`src/hw/rtl/dofp_pkg.sv`:
```
// Shared types, constants and codes for the framed DOF packet parser.
package dofp_pkg;

  localparam int DOF_COUNT       = 6;
  localparam int BYTES_PER_VALUE = 4;
  localparam int BUF_BYTES       = DOF_COUNT * BYTES_PER_VALUE;
  localparam int BUF_AW          = $clog2(BUF_BYTES);
  localparam int COUNT_W         = $clog2(BUF_BYTES + 1);
  localparam int SEL_W           = $clog2(BYTES_PER_VALUE);
  localparam int IDX_W           = 3;
  localparam int VALUE_W         = 32;

  localparam logic [1:0] MODE_BYTE  = 2'd0;
  localparam logic [1:0] MODE_FLOAT = 2'd1;

  localparam logic [1:0] REG_DATA_MODE    = 2'd0;
  localparam logic [1:0] REG_START_MARKER = 2'd1;
  localparam logic [1:0] REG_END_MARKER   = 2'd2;

  localparam logic [7:0] START_MARKER_RST = 8'd60;
  localparam logic [7:0] END_MARKER_RST   = 8'd62;

  // byte map: b*28/255 - 14 in Q15.16 = b*7196 + round(b*28/255) - 917504
  localparam logic [12:0] MAP_MUL    = 13'd7196;
  localparam logic [4:0]  MAP_FRAC   = 5'd28;
  localparam logic [12:0] MAP_RND    = 13'd127;
  localparam logic [8:0]  MAP_DIV    = 9'd255;
  localparam logic signed [VALUE_W-1:0] MAP_OFFSET = 32'sd917504;

  typedef enum logic [1:0] {
    S_RX,
    S_READ,
    S_TAKE,
    S_SEND
  } state_t;

  typedef struct packed {
    logic              wr_en;
    logic [BUF_AW-1:0] wr_addr;
    logic [7:0]        wr_data;
    logic              rd_en;
    logic [BUF_AW-1:0] rd_addr;
  } ram_req_t;

endpackage

```
`src/hw/rtl/framed_dof_packet_parser.sv`:
```
// Top level of the framed DOF packet parser: framing control, readout and output register.
//
// Accepts one serial byte per cycle while a frame is being received or searched for.
// The closing byte of an accepted byte- or float-mode frame starts a readout of the
// payload buffer through its single read port: each stored byte is read, then taken,
// and each value but the last waits in the output register until the receiver takes
// it. Input is held off for the whole readout, which a stalled non-final value lengthens.
// A command-mode frame gives its single result without readout. A closing byte waits
// while the previous result is still held in the output register.
module framed_dof_packet_parser (
  input  logic                                   clk,
  input  logic                                   rst,
  input  logic                                   cfg_valid,
  output logic                                   cfg_ready,
  input  logic [1:0]                             cfg_index,
  input  logic [7:0]                             cfg_data,
  input  logic                                   in_valid,
  output logic                                   in_ready,
  input  logic [7:0]                             byte_in,
  output logic                                   out_valid,
  input  logic                                   out_ready,
  output logic [dofp_pkg::IDX_W-1:0]             dof_index,
  output logic signed [dofp_pkg::VALUE_W-1:0]    dof_value,
  output logic                                   has_value,
  output logic                                   last
);

  dofp_pkg::state_t state, state_next;

  logic [1:0] data_mode;
  logic [7:0] start_marker;
  logic [7:0] end_marker;

  logic                             frame_open;
  logic [dofp_pkg::COUNT_W-1:0]     byte_count;
  logic [dofp_pkg::COUNT_W-1:0]     payload_len;
  logic                             closing;
  logic                             in_xfer;
  logic                             out_xfer;
  logic                             frame_ok;
  logic                             start_emit;
  logic                             load_cmd;
  logic                             load_val;
  logic                             val_done;
  logic                             val_last;

  logic                             emit_float;
  logic [dofp_pkg::BUF_AW-1:0]      rd_addr;
  logic [dofp_pkg::IDX_W-1:0]       val_idx;
  logic [dofp_pkg::SEL_W-1:0]       byte_sel;
  logic [dofp_pkg::VALUE_W-1:0]     word;

  dofp_pkg::ram_req_t               ram_req;
  logic [7:0]                       rd_data;
  logic signed [dofp_pkg::VALUE_W-1:0] mapped;

  dofp_ram u_ram (
    .clk     (clk),
    .req     (ram_req),
    .rd_data (rd_data)
  );

  dofp_map u_map (
    .byte_val (rd_data),
    .value    (mapped)
  );

  assign cfg_ready = 1'b1;

  always_ff @(posedge clk) begin
    if (rst) begin
      data_mode    <= dofp_pkg::MODE_BYTE;
      start_marker <= dofp_pkg::START_MARKER_RST;
      end_marker   <= dofp_pkg::END_MARKER_RST;
    end else if (cfg_valid && cfg_ready) begin
      case (cfg_index)
        dofp_pkg::REG_DATA_MODE:    data_mode    <= cfg_data[1:0];
        dofp_pkg::REG_START_MARKER: start_marker <= cfg_data;
        dofp_pkg::REG_END_MARKER:   end_marker   <= cfg_data;
        default: ;
      endcase
    end
  end

  always_comb begin
    case (data_mode)
      dofp_pkg::MODE_BYTE:  payload_len = dofp_pkg::COUNT_W'(dofp_pkg::DOF_COUNT);
      dofp_pkg::MODE_FLOAT: payload_len = dofp_pkg::COUNT_W'(dofp_pkg::BUF_BYTES);
      default:              payload_len = '0;
    endcase
  end

  assign closing  = frame_open && (byte_count >= payload_len);
  assign in_ready = (state == dofp_pkg::S_RX) && !(closing && out_valid);
  assign out_xfer = out_valid && out_ready;
  assign in_xfer  = in_valid && in_ready;
  assign frame_ok = in_xfer && closing && (byte_in == end_marker);
  assign val_done = !emit_float || (byte_sel == dofp_pkg::SEL_W'(dofp_pkg::BYTES_PER_VALUE - 1));
  assign val_last = (val_idx == dofp_pkg::IDX_W'(dofp_pkg::DOF_COUNT - 1));

  always_ff @(posedge clk) begin
    if (rst) begin
      state <= dofp_pkg::S_RX;
    end else begin
      state <= state_next;
    end
  end

  always_comb begin
    state_next = state;
    start_emit = 1'b0;
    load_cmd   = 1'b0;
    load_val   = 1'b0;
    ram_req.wr_en   = 1'b0;
    ram_req.wr_addr = byte_count[dofp_pkg::BUF_AW-1:0];
    ram_req.wr_data = byte_in;
    ram_req.rd_en   = 1'b0;
    ram_req.rd_addr = rd_addr;
    case (state)
      dofp_pkg::S_RX: begin
        ram_req.wr_en = in_xfer && frame_open && !closing;
        if (frame_ok) begin
          if (data_mode == dofp_pkg::MODE_BYTE || data_mode == dofp_pkg::MODE_FLOAT) begin
            start_emit = 1'b1;
            state_next = dofp_pkg::S_READ;
          end else begin
            load_cmd = 1'b1;
          end
        end
      end
      dofp_pkg::S_READ: begin
        ram_req.rd_en = 1'b1;
        state_next    = dofp_pkg::S_TAKE;
      end
      dofp_pkg::S_TAKE: begin
        if (val_done) begin
          load_val   = 1'b1;
          state_next = val_last ? dofp_pkg::S_RX : dofp_pkg::S_SEND;
        end else begin
          state_next = dofp_pkg::S_READ;
        end
      end
      dofp_pkg::S_SEND: begin
        if (out_xfer) begin
          state_next = dofp_pkg::S_READ;
        end
      end
      default: state_next = dofp_pkg::S_RX;
    endcase
  end

  // framing
  always_ff @(posedge clk) begin
    if (rst) begin
      frame_open <= 1'b0;
      byte_count <= '0;
    end else if (in_xfer) begin
      if (!frame_open) begin
        if (byte_in == start_marker) begin
          frame_open <= 1'b1;
          byte_count <= '0;
        end
      end else if (!closing) begin
        byte_count <= byte_count + 1'b1;
      end else begin
        frame_open <= 1'b0;
        byte_count <= '0;
      end
    end
  end

  // readout counters
  always_ff @(posedge clk) begin
    if (rst) begin
      emit_float <= 1'b0;
      rd_addr    <= '0;
      val_idx    <= '0;
      byte_sel   <= '0;
    end else if (start_emit) begin
      emit_float <= (data_mode == dofp_pkg::MODE_FLOAT);
      rd_addr    <= '0;
      val_idx    <= '0;
      byte_sel   <= '0;
    end else if (state == dofp_pkg::S_TAKE) begin
      rd_addr <= rd_addr + 1'b1;
      if (val_done) begin
        val_idx  <= val_idx + 1'b1;
        byte_sel <= '0;
      end else begin
        byte_sel <= byte_sel + 1'b1;
      end
    end
  end

  // little-endian assembly, first byte ends up lowest
  always_ff @(posedge clk) begin
    if (state == dofp_pkg::S_TAKE) begin
      word <= {rd_data, word[dofp_pkg::VALUE_W-1:8]};
    end
  end

  // output register
  always_ff @(posedge clk) begin
    if (rst) begin
      out_valid <= 1'b0;
    end else if (load_cmd || load_val) begin
      out_valid <= 1'b1;
    end else if (out_xfer) begin
      out_valid <= 1'b0;
    end
  end

  always_ff @(posedge clk) begin
    if (load_cmd) begin
      dof_index <= '0;
      dof_value <= '0;
      has_value <= 1'b0;
      last      <= 1'b1;
    end else if (load_val) begin
      dof_index <= val_idx;
      dof_value <= emit_float ? $signed({rd_data, word[dofp_pkg::VALUE_W-1:8]}) : mapped;
      has_value <= 1'b1;
      last      <= val_last;
    end
  end

  a_no_input_in_readout: assert property (@(posedge clk) disable iff (rst)
    (state != dofp_pkg::S_RX) |-> !in_ready)
    else $error("input taken during readout");

  a_no_write_in_readout: assert property (@(posedge clk) disable iff (rst)
    ram_req.wr_en |-> (state == dofp_pkg::S_RX) && !ram_req.rd_en)
    else $error("buffer write overlaps readout");

  a_load_into_empty: assert property (@(posedge clk) disable iff (rst)
    (load_cmd || load_val) |-> !out_valid)
    else $error("result overwrites a pending result");

  a_count_bound: assert property (@(posedge clk) disable iff (rst)
    byte_count <= dofp_pkg::COUNT_W'(dofp_pkg::BUF_BYTES))
    else $error("payload count past buffer size");

  a_last_ends_readout: assert property (@(posedge clk) disable iff (rst)
    (out_valid && last) |-> (state == dofp_pkg::S_RX))
    else $error("readout continues after final result");

endmodule

```
`src/hw/rtl/dofp_ram.sv`:
```
// Frame payload buffer: one write port, one registered read port.
module dofp_ram (
  input  logic               clk,
  input  dofp_pkg::ram_req_t req,
  output logic [7:0]         rd_data
);

  logic [7:0] mem [dofp_pkg::BUF_BYTES];

  always_ff @(posedge clk) begin
    if (req.wr_en) begin
      mem[req.wr_addr] <= req.wr_data;
    end
  end

  always_ff @(posedge clk) begin
    if (req.rd_en) begin
      rd_data <= mem[req.rd_addr];
    end
  end

endmodule

```
`src/hw/rtl/dofp_map.sv`:
```
// Maps a payload byte to b*28/255 - 14 in signed Q15.16, rounded to nearest.
module dofp_map (
  input  logic [7:0]                               byte_val,
  output logic signed [dofp_pkg::VALUE_W-1:0]      value
);

  logic [12:0] m;
  logic [4:0]  q0;
  logic [8:0]  r;
  logic [4:0]  q;
  logic [20:0] prod;

  // round(b*28/255) = floor((28b + 127) / 255), remainder kept below 2*255
  always_comb begin
    m    = 13'(byte_val * dofp_pkg::MAP_FRAC) + dofp_pkg::MAP_RND;
    q0   = m[12:8];
    r    = {1'b0, m[7:0]} + 9'(q0);
    q    = (r >= dofp_pkg::MAP_DIV) ? q0 + 5'd1 : q0;
    prod = 21'(byte_val * dofp_pkg::MAP_MUL);
    value = $signed({11'd0, prod}) + $signed({27'd0, q}) - dofp_pkg::MAP_OFFSET;
  end

endmodule
```
`config.mk`:
```
export PLATFORM = sky130hd
export DESIGN_NAME = framed_dof_packet_parser
export DESIGN_NICKNAME = d
export VERILOG_FILES = /design/src/hw/rtl/dofp_pkg.sv /design/src/hw/rtl/framed_dof_packet_parser.sv /design/src/hw/rtl/dofp_ram.sv /design/src/hw/rtl/dofp_map.sv
export SDC_FILE = /design/constraint.sdc
export NUM_CORES = 1
export LEC_CHECK = 0
export BUFFER_PORTS_ARGS = -buffer_cell sky130_fd_sc_hd__buf_2
export CAP_MARGIN = 10
export CORE_MARGIN = 2
export CORE_UTILIZATION = 64
export CTS_BUF_LIST = sky130_fd_sc_hd__clkbuf_4 sky130_fd_sc_hd__clkbuf_8
export CTS_CLUSTER_DIAMETER = 30
export DETAILED_ROUTE_END_ITERATION = 8
export HOLD_SLACK_MARGIN = 0.08
export PLACE_DENSITY = 0.86
export SLEW_MARGIN = 15
export SYNTH_ARGS = -nofsm -noshare
export SYNTH_HDL_FRONTEND = slang
export SYNTH_SLANG_ARGS = --single-unit
export TNS_END_PERCENT = 100
```
`constraint.sdc`:
```
create_clock -name clk -period 10.39 [get_ports clk]
set_clock_uncertainty 0.05 [all_clocks]
set_input_delay 1.039 -clock clk [delete_from_list [all_inputs] [get_ports clk]]
set_output_delay 1.039 -clock clk [all_outputs]
set_load 0.02 [all_outputs]
```
==> metrics.md, run 1 <==
| Metric | Value |
|---|---|
| Status | complete, no violations |
| Multi-input gate area | 6020 µm² |
| Root Buffer | clkbuf_8 |
| Initial antenna violation count | 0 |
| Synth warn | 0 |
| Drt pass-1 iters | 7 |
| Mapped Nets | 1217 |
| Ys flop type | edfxtp_1 |
| Worst setup SP type | register |
| Max Cap Viol | 0 |
| RSZ-0062 raised after global routing | no |
| Final Instance Area | ~16000 µm² |
| Critical Path Max Stage Delay | between 0.6 and 0.7 ns |
| Gate Count Post-Synth | 1105 |
| Ys async rst share | 0% |
| Post-detailed-route DRC marker count | 0 |
| Initial DRC Count | 1104 |
| Period utilization | between 80% and 90% |
| Crit end category | register |
| Vias in the first global route | between 9000 and 10000 |
| Data required time of the worst path | 10.86 ns |
| Core area | 22500 µm² |
| Clock period minus worst slack | 8.58 ns |
| Crit-path max FO | 8 |
| TritonCTS clock tree | done |
| Clk_lat worst skew | about 0.6 ns |
| Top-count cell post-synth | edfxtp_1 |
| Final HPWL DP | about 22000 µm |
| Die area | about 24000 µm² |
| Synth cell count leaders | edfxtp_1, nor2_1, dfxtp_1 |
| GRT Overall Usage | 29.5% |
| First-pass GRT wire length | between 50000 and 60000 µm |
| Die width | 155 µm |
| Nets | around 1300 |
| H-tree depth | 2 |
| Hold Crit Depth | 2 |
| Ranking of synthesized cells by area | edfxtp_1, dfxtp_1, mux4_2 |
| Pwr per Cell Area | approximately 160 nW/µm² |
| Via-per-instance ratio | around 6.5 |
| Post-CTS Setup Inserts | 0 |
| Total gr overflow | 0 |
| Critical R2R Launch | u_ram.rd_data[2] |
| CTS Buffer Depth | 3 |
| Leading area contributor after synthesis | edfxtp_1 |
| Maximum vdd drop | roughly 140 µV |
| CTS Buf Count | 50 |
| Slew headroom | 28.3% |
| Fillers | ~1300 |
| Detail Route Antenna Nets | 0 |
| Critical path endpoint | dof_value[21] |
| Ant. Diodes | 0 |
| Clock transition at path regs | ~0.06 ns |
| Vias | 9689 |
| Setup TNS | 0 ns |
| Routed len/inst | roughly 23 µm |
| FMAX | 0.116 GHz |
| Register area | around 8000 µm² |
| FF-to-FF End | dof_value[21] |
| Die Height | between 150 and 200 µm |
| CTS Sinks | 299 |
| Worst setup path category | register to register |
| IO Pins | 63 |
| LEAKAGE | 0.00583 µW |
| EDFF count, synth | between 200 and 250 |
| Post-synthesis sequential area ratio | roughly 56% |
| Avg Inst Size Synth | between 10 and 15 µm² |
| Final Max Slew Viols | 0 |
| Yosys cell types | 72 |
| Final count of negative-setup-slack endpoints | 0 |
| PortBufs | between 60 and 70 |
| Worst path slowest cell | a2111oi_0 |
| Worst Max-Slew Pin Slew | 1.07 ns |
| Hold Buf Count CTS | 0 |
| Final Wtd Congestion | 0.920 |
| Arrival @ worst endpoint | ~9 ns |
| # rows | 55 |
| Synth top area share | a little under half |
| DRT Wirelength | 35100 µm |
| #FFs+latches synth | between 200 and 300 |
| Layout cells sized above 1 | 19.6% |
| Layout area overhead | 11.6% |
| Fin. Hold Viols | 0 |
| Start point of the critical path | u_ram.rd_data[2] |
| Mapped Area | about 15000 µm² |
| CTS resizes | 0 |
| Pin count of the biggest net entering global routing | 52 |
| R2r setup slk | roughly 1.8 ns |
| Post-DP Area | 15100 µm² |
| Initial Util | between 60% and 70% |
| Min-Delay Path Class | register to register |
| Cell count of the worst reg-to-reg path | 38 |
[cell type report]
cell class	count	share of cell area [%]
Timing Repair Buffer	67	2.15
Clock buffer	69	5.33
Multi-Input combinational cell	714	37.0
Sequential cell	299	50.5
Inverter	42	0.967
Clock inverter	24	1.89
Tap cell	285	2.19
[power breakdown]
group / total [µW] / switching [µW] / internal, µW
Sequential: 1280 / 2.18 / 1280
Clock: 1200 / 501 / 703
Combinational: 37.6 / 26.7 / 10.9
Total: 2530 / 530 / 2000
[kinds of logic after synthesis]
logic type | count (synthesis) | synth area share, %
AO/OA/AOI/OAI | 175 | 8.27
XOR/XNOR | 67 | 4.16
adder cells (fa/ha/maj) | 89 | 8.50
buffers and inverters | 92 | 2.45
flip-flops | 299 | 56.3
multiplexers | 86 | 10.7
other | 1 | 0.0257
AND/OR/NAND/NOR | 296 | 9.54
[state kept, by name, indices dropped and copies added, names as in the netlist, 2 cells and up]
name,count
u_ram.mem,192
dof_value,32
word,24
end_marker,8
start_marker,8
u_ram.rd_data,8
byte_count,5
rd_addr,5
dof_index,3
val_idx,3
byte_sel,2
data_mode,2
state,2
[worst min path at each step]
stage,startpoint,endpoint
after global placement,word[22],word[14]
after detailed placement,word[22],word[14]
after CTS,word[22],word[14]
final,dof_index[2],dof_index[2]
after global routing,word[22],word[14]
after floorplan,word[22],word[14]
[placed cells by master (no fill, tap or decap), types with 7 or more instances in the layout]
master	netlist	layout
o21ai_0	26	26
a211o_1	7	7
nor2b_1	9	9
dfxtp_1	75	73
inv_1	42	42
nor3_1	15	15
clkbuf_8	0	56
a21o_1	8	8
nand2b_1	8	8
fa_1	17	17
a21oi_1	53	53
ha_1	72	72
nor2_1	120	119
edfxtp_1	224	224
and3_1	7	7
xnor2_1	36	36
xor2_1	29	29
buf_2	4	61
mux2i_1	27	27
nand3b_1	11	11
o22ai_1	7	7
nor3b_1	8	8
nand2_1	74	74
a211oi_1	14	14
o21a_1	7	7
mux4_2	56	56
nand3_1	11	11
clkbuf_4	0	13
nand4_1	11	11
o211ai_1	9	9
[worst max-delay path, delay by kind of cell, from the launching register on]
kind / cells / cell delay (ns)
fa+ha+maj: 7 / 2.24
xor+xnor: 4 / 1.01
simple gates: 12 / 1.87
compound gates: 10 / 2.30
buf+inv: 5 / 0.48
flops: 1 / 0.56
[metrics by stage]
stage	setup slack, ns	util, %	instances	hold slack [ns]	power (µW)
after CTS	1.96	72.4	1500	0.402	2530
after global placement	2.42	67.2	1407	0.375	1340
after global routing	1.06	72.4	1500	0.420	2580
after detailed placement	2.11	67.2	1407	0.388	1350
final	1.81	72.4	1500	0.406	2530
after floorplan	3.01	-	1105	0.367	1330
[routing by layer]
metal | GRT usage, % | share of wire [%] | up-vias | wire, µm
met4 | 12.5 | 4.3 | 0 | 1520
met5 | 0 | 0 | - | 0
met2 | 48.3 | 49 | 542 | 17000
met3 | 5.24 | 8.4 | 116 | 2940
met1 | 39.5 | 39 | 4773 | 13600
li1 | - | - | 4258 | -
No activity file was read; power rests on OpenSTA's default activity.
==> run 2: changes to the inputs <==
- clock period: 10.39 -> 7.9 ns (I/O delays scaled with it)
==> run 2 against run 1 <==
Against the previous run: sequential share of layout area is 0.73 points lower; critical path type unchanged; critical path depth is 1 higher; via count is 1.8% higher.
==> metrics.md, run 2 (synthesis gave the netlist of run 1 again) <==
| Metric | Value |
|---|---|
| Worst Max-Slew Pin Slew | 0.956 ns (was 1.07 ns) |
| Max Cap Viol | 0 (unchanged) |
| Largest register by flop count | u_ram.mem (unchanged) |
| Initial DRC Count | 1004 (was 1104) |
| Tot Pwr | 3080 µW (was 2530 µW) |
| IO Pins | 63 (unchanged) |
| Min-Delay Path Class | register to register (unchanged) |
| FF-to-FF End | dof_value[21] (unchanged) |
| LEAKAGE | 0.00593 µW (was 0.00583 µW) |
| Top Registers | u_ram.mem x192, dof_value x32, word x24 (unchanged) |
| Pin count of the biggest net entering global routing | 52 (unchanged) |
| Hold_sp | word[22] (was dof_index[2]) |
| Total gr overflow | 0 (unchanged) |
| Maximum vdd drop | 201 µV (was 138 µV) |
| Most frequent cells in the layout | edfxtp_1, nor2_1, nand2_1, dfxtp_1, ha_1 (was edfxtp_1, nor2_1, nand2_1) |
| Worst setup path category | register to register (unchanged) |
| Multi-input gate area | 6230 µm² (was 6020 µm²) |
| CTS Sinks | 299 (unchanged) |
| Pwr per Cell Area | 186 nW/µm² (was 155 nW/µm²) |
| Clock period minus worst slack | 7.70 ns (was 8.58 ns) |
| CTS Buffer Depth | 3 (unchanged) |
| Start point of the critical path | u_ram.rd_data[1] (was u_ram.rd_data[2]) |
| Detail Route Antenna Nets | 0 (unchanged) |
| Core area | 22500 µm² (unchanged) |
| Via-per-instance ratio | 6.46 (about the same) |
| First-pass GRT wire length | 53800 µm (was 53900 µm) |
| Clock transition at path regs | 0.07 ns (was 0.06 ns) |
| Final HPWL DP | 22800 µm (was 22100 µm) |
| Routed len/inst | 23.4 µm (about the same) |
| Worst path slowest cell | fa_1 (was a2111oi_0) |
| Initial Util | 64.9% (unchanged) |
| CTS Buf Count | 50 (unchanged) |
| DRT Wirelength | 35700 µm (was 35100 µm) |
| H-tree depth | 2 (unchanged) |
| Period utilization | 97.4% (was 82.6%) |
| Layout area overhead | 13.2% (was 11.6%) |
| Fin. Hold Viols | 0 (unchanged) |
| TritonCTS clock tree | done (unchanged) |
| Hold Buf Count CTS | 0 (unchanged) |
| PortBufs | 61 (unchanged) |
| Initial antenna violation count | 0 (unchanged) |
| Worst setup SP type | register (unchanged) |
| Ant. Diodes | 0 (unchanged) |
| Data required time of the worst path | 8.36 ns (was 10.86 ns) |
| Vias | 9867 (was 9689) |
| Fillers | 1285 (was 1320) |
| Die area | 24000 µm² (unchanged) |
| Crit end category | register (unchanged) |
| Critical R2R Launch | u_ram.rd_data[1] (was u_ram.rd_data[2]) |
| Die Height | 155 µm (unchanged) |
| Hold Crit Depth | 0 (was 2) |
| Register area | 8230 µm² (unchanged) |
| Die width | 155 µm (unchanged) |
| Root Buffer | clkbuf_8 (unchanged) |
| Commonest non-fill, non-tap cell in the layout | edfxtp_1 (unchanged) |
| Final worst slack | 0.202 ns (was 1.81 ns) |
| Critical Path Max Stage Delay | 0.58 ns (was 0.66 ns) |
| Final Max Slew Viols | 0 (unchanged) |
| Largest register FFs | 192 (unchanged) |
| # rows | 55 (unchanged) |
| Pre-CTS WS | -0.305 ns (was 2.11 ns) |
| GRT Overall Usage | 29.3% (was 29.5%) |
| Post-detailed-route DRC marker count | 0 (unchanged) |
| Vias in the first global route | 9736 (was 9683) |
| Status | complete, no violations (unchanged) |
| Drt pass-1 iters | 6 (was 7) |
| Critical path endpoint | dof_value[21] (unchanged) |
| Layout cells sized above 1 | 23.7% (was 19.6%) |
| Nets | 1314 (was 1286) |
| Setup TNS | 0 ns (unchanged) |
| R2r setup slk | 0.20 ns (was 1.81 ns) |
| Final count of negative-setup-slack endpoints | 0 (unchanged) |
| Slew headroom | 36.0% (was 28.3%) |
| Crit-path max FO | 4 (was 8) |
| Final Wtd Congestion | 0.912 (was 0.920) |
| Arrival @ worst endpoint | 8.15 ns (was 9.05 ns) |
| Cell count of the worst reg-to-reg path | 39 (was 38) |
| Clk_lat worst skew | 0.57 ns (was 0.60 ns) |
| FMAX | 0.130 GHz (was 0.116 GHz) |
[run 2: layer usage]
metal / up-vias / routed length [µm] / global-route usage (%)
met5: - / 0 / 0
li1: 4312 / - / -
met1: 4886 / 13600 / 39.5
met3: 88 / 3250 / 5.63
met2: 581 / 17800 / 48.7
met4: 0 / 1040 / 9.57
[run 2: cell type report]
type                            instances  share of cell area (%)
Sequential cell                       299                    49.8
Multi-Input combinational cell        714                    37.7
Clock buffer                           70                    5.30
Timing Repair Buffer                   95                    3.39
Tap cell                              285                    2.16
Inverter                               42                   0.954
Clock inverter                         23                   0.749
[run 2: worst min-delay path by stage]
stage and end:
3_3_place_gp word[14], 4_1_cts word[14], 3_5_place_dp word[14], 2_1_floorplan word[14]
5_1_grt word[14], 6_report word[14]
[run 2: worst max-delay path, delay by kind of cell, from the launching register on]
family	cells	cell delay, ns
flops	1	0.47
xor+xnor	4	0.68
buf+inv	5	0.43
compound gates	10	1.74
simple gates	13	1.79
fa+ha+maj	7	2.46
[run 2: through the flow]
step | cells | hold WS (ns) | utilization [%] | area (µm²)
after global routing | 1528 | 0.415 | 73.5 | 16500
after floorplan | 1105 | 0.367 | - | 14600
final | 1528 | 0.381 | 73.5 | 16500
after CTS | 1517 | 0.382 | 72.3 | 16300
after global placement | 1416 | 0.373 | 67.5 | 15200
after detailed placement | 1416 | 0.378 | 67.5 | 15200
[run 2: where the power goes]
group / internal [µW] / leakage [µW] / total (µW) / switching [µW]
sequential: 1690 / 0.00262 / 1690 / 2.83
combinational: 14.4 / 0.00279 / 48.5 / 34.1
clock: 723 / 0.000517 / 1350 / 622
total: 2420 / 0.00593 / 3080 / 659
[run 2: repair_timing]
action,4_1_cts,5_1_grt
buffers inserted,8,11
setup endpoints to repair,7,14
cloned,0,0
pin swaps,4,24
hold endpoints to repair,0,0
resized for setup,4,44
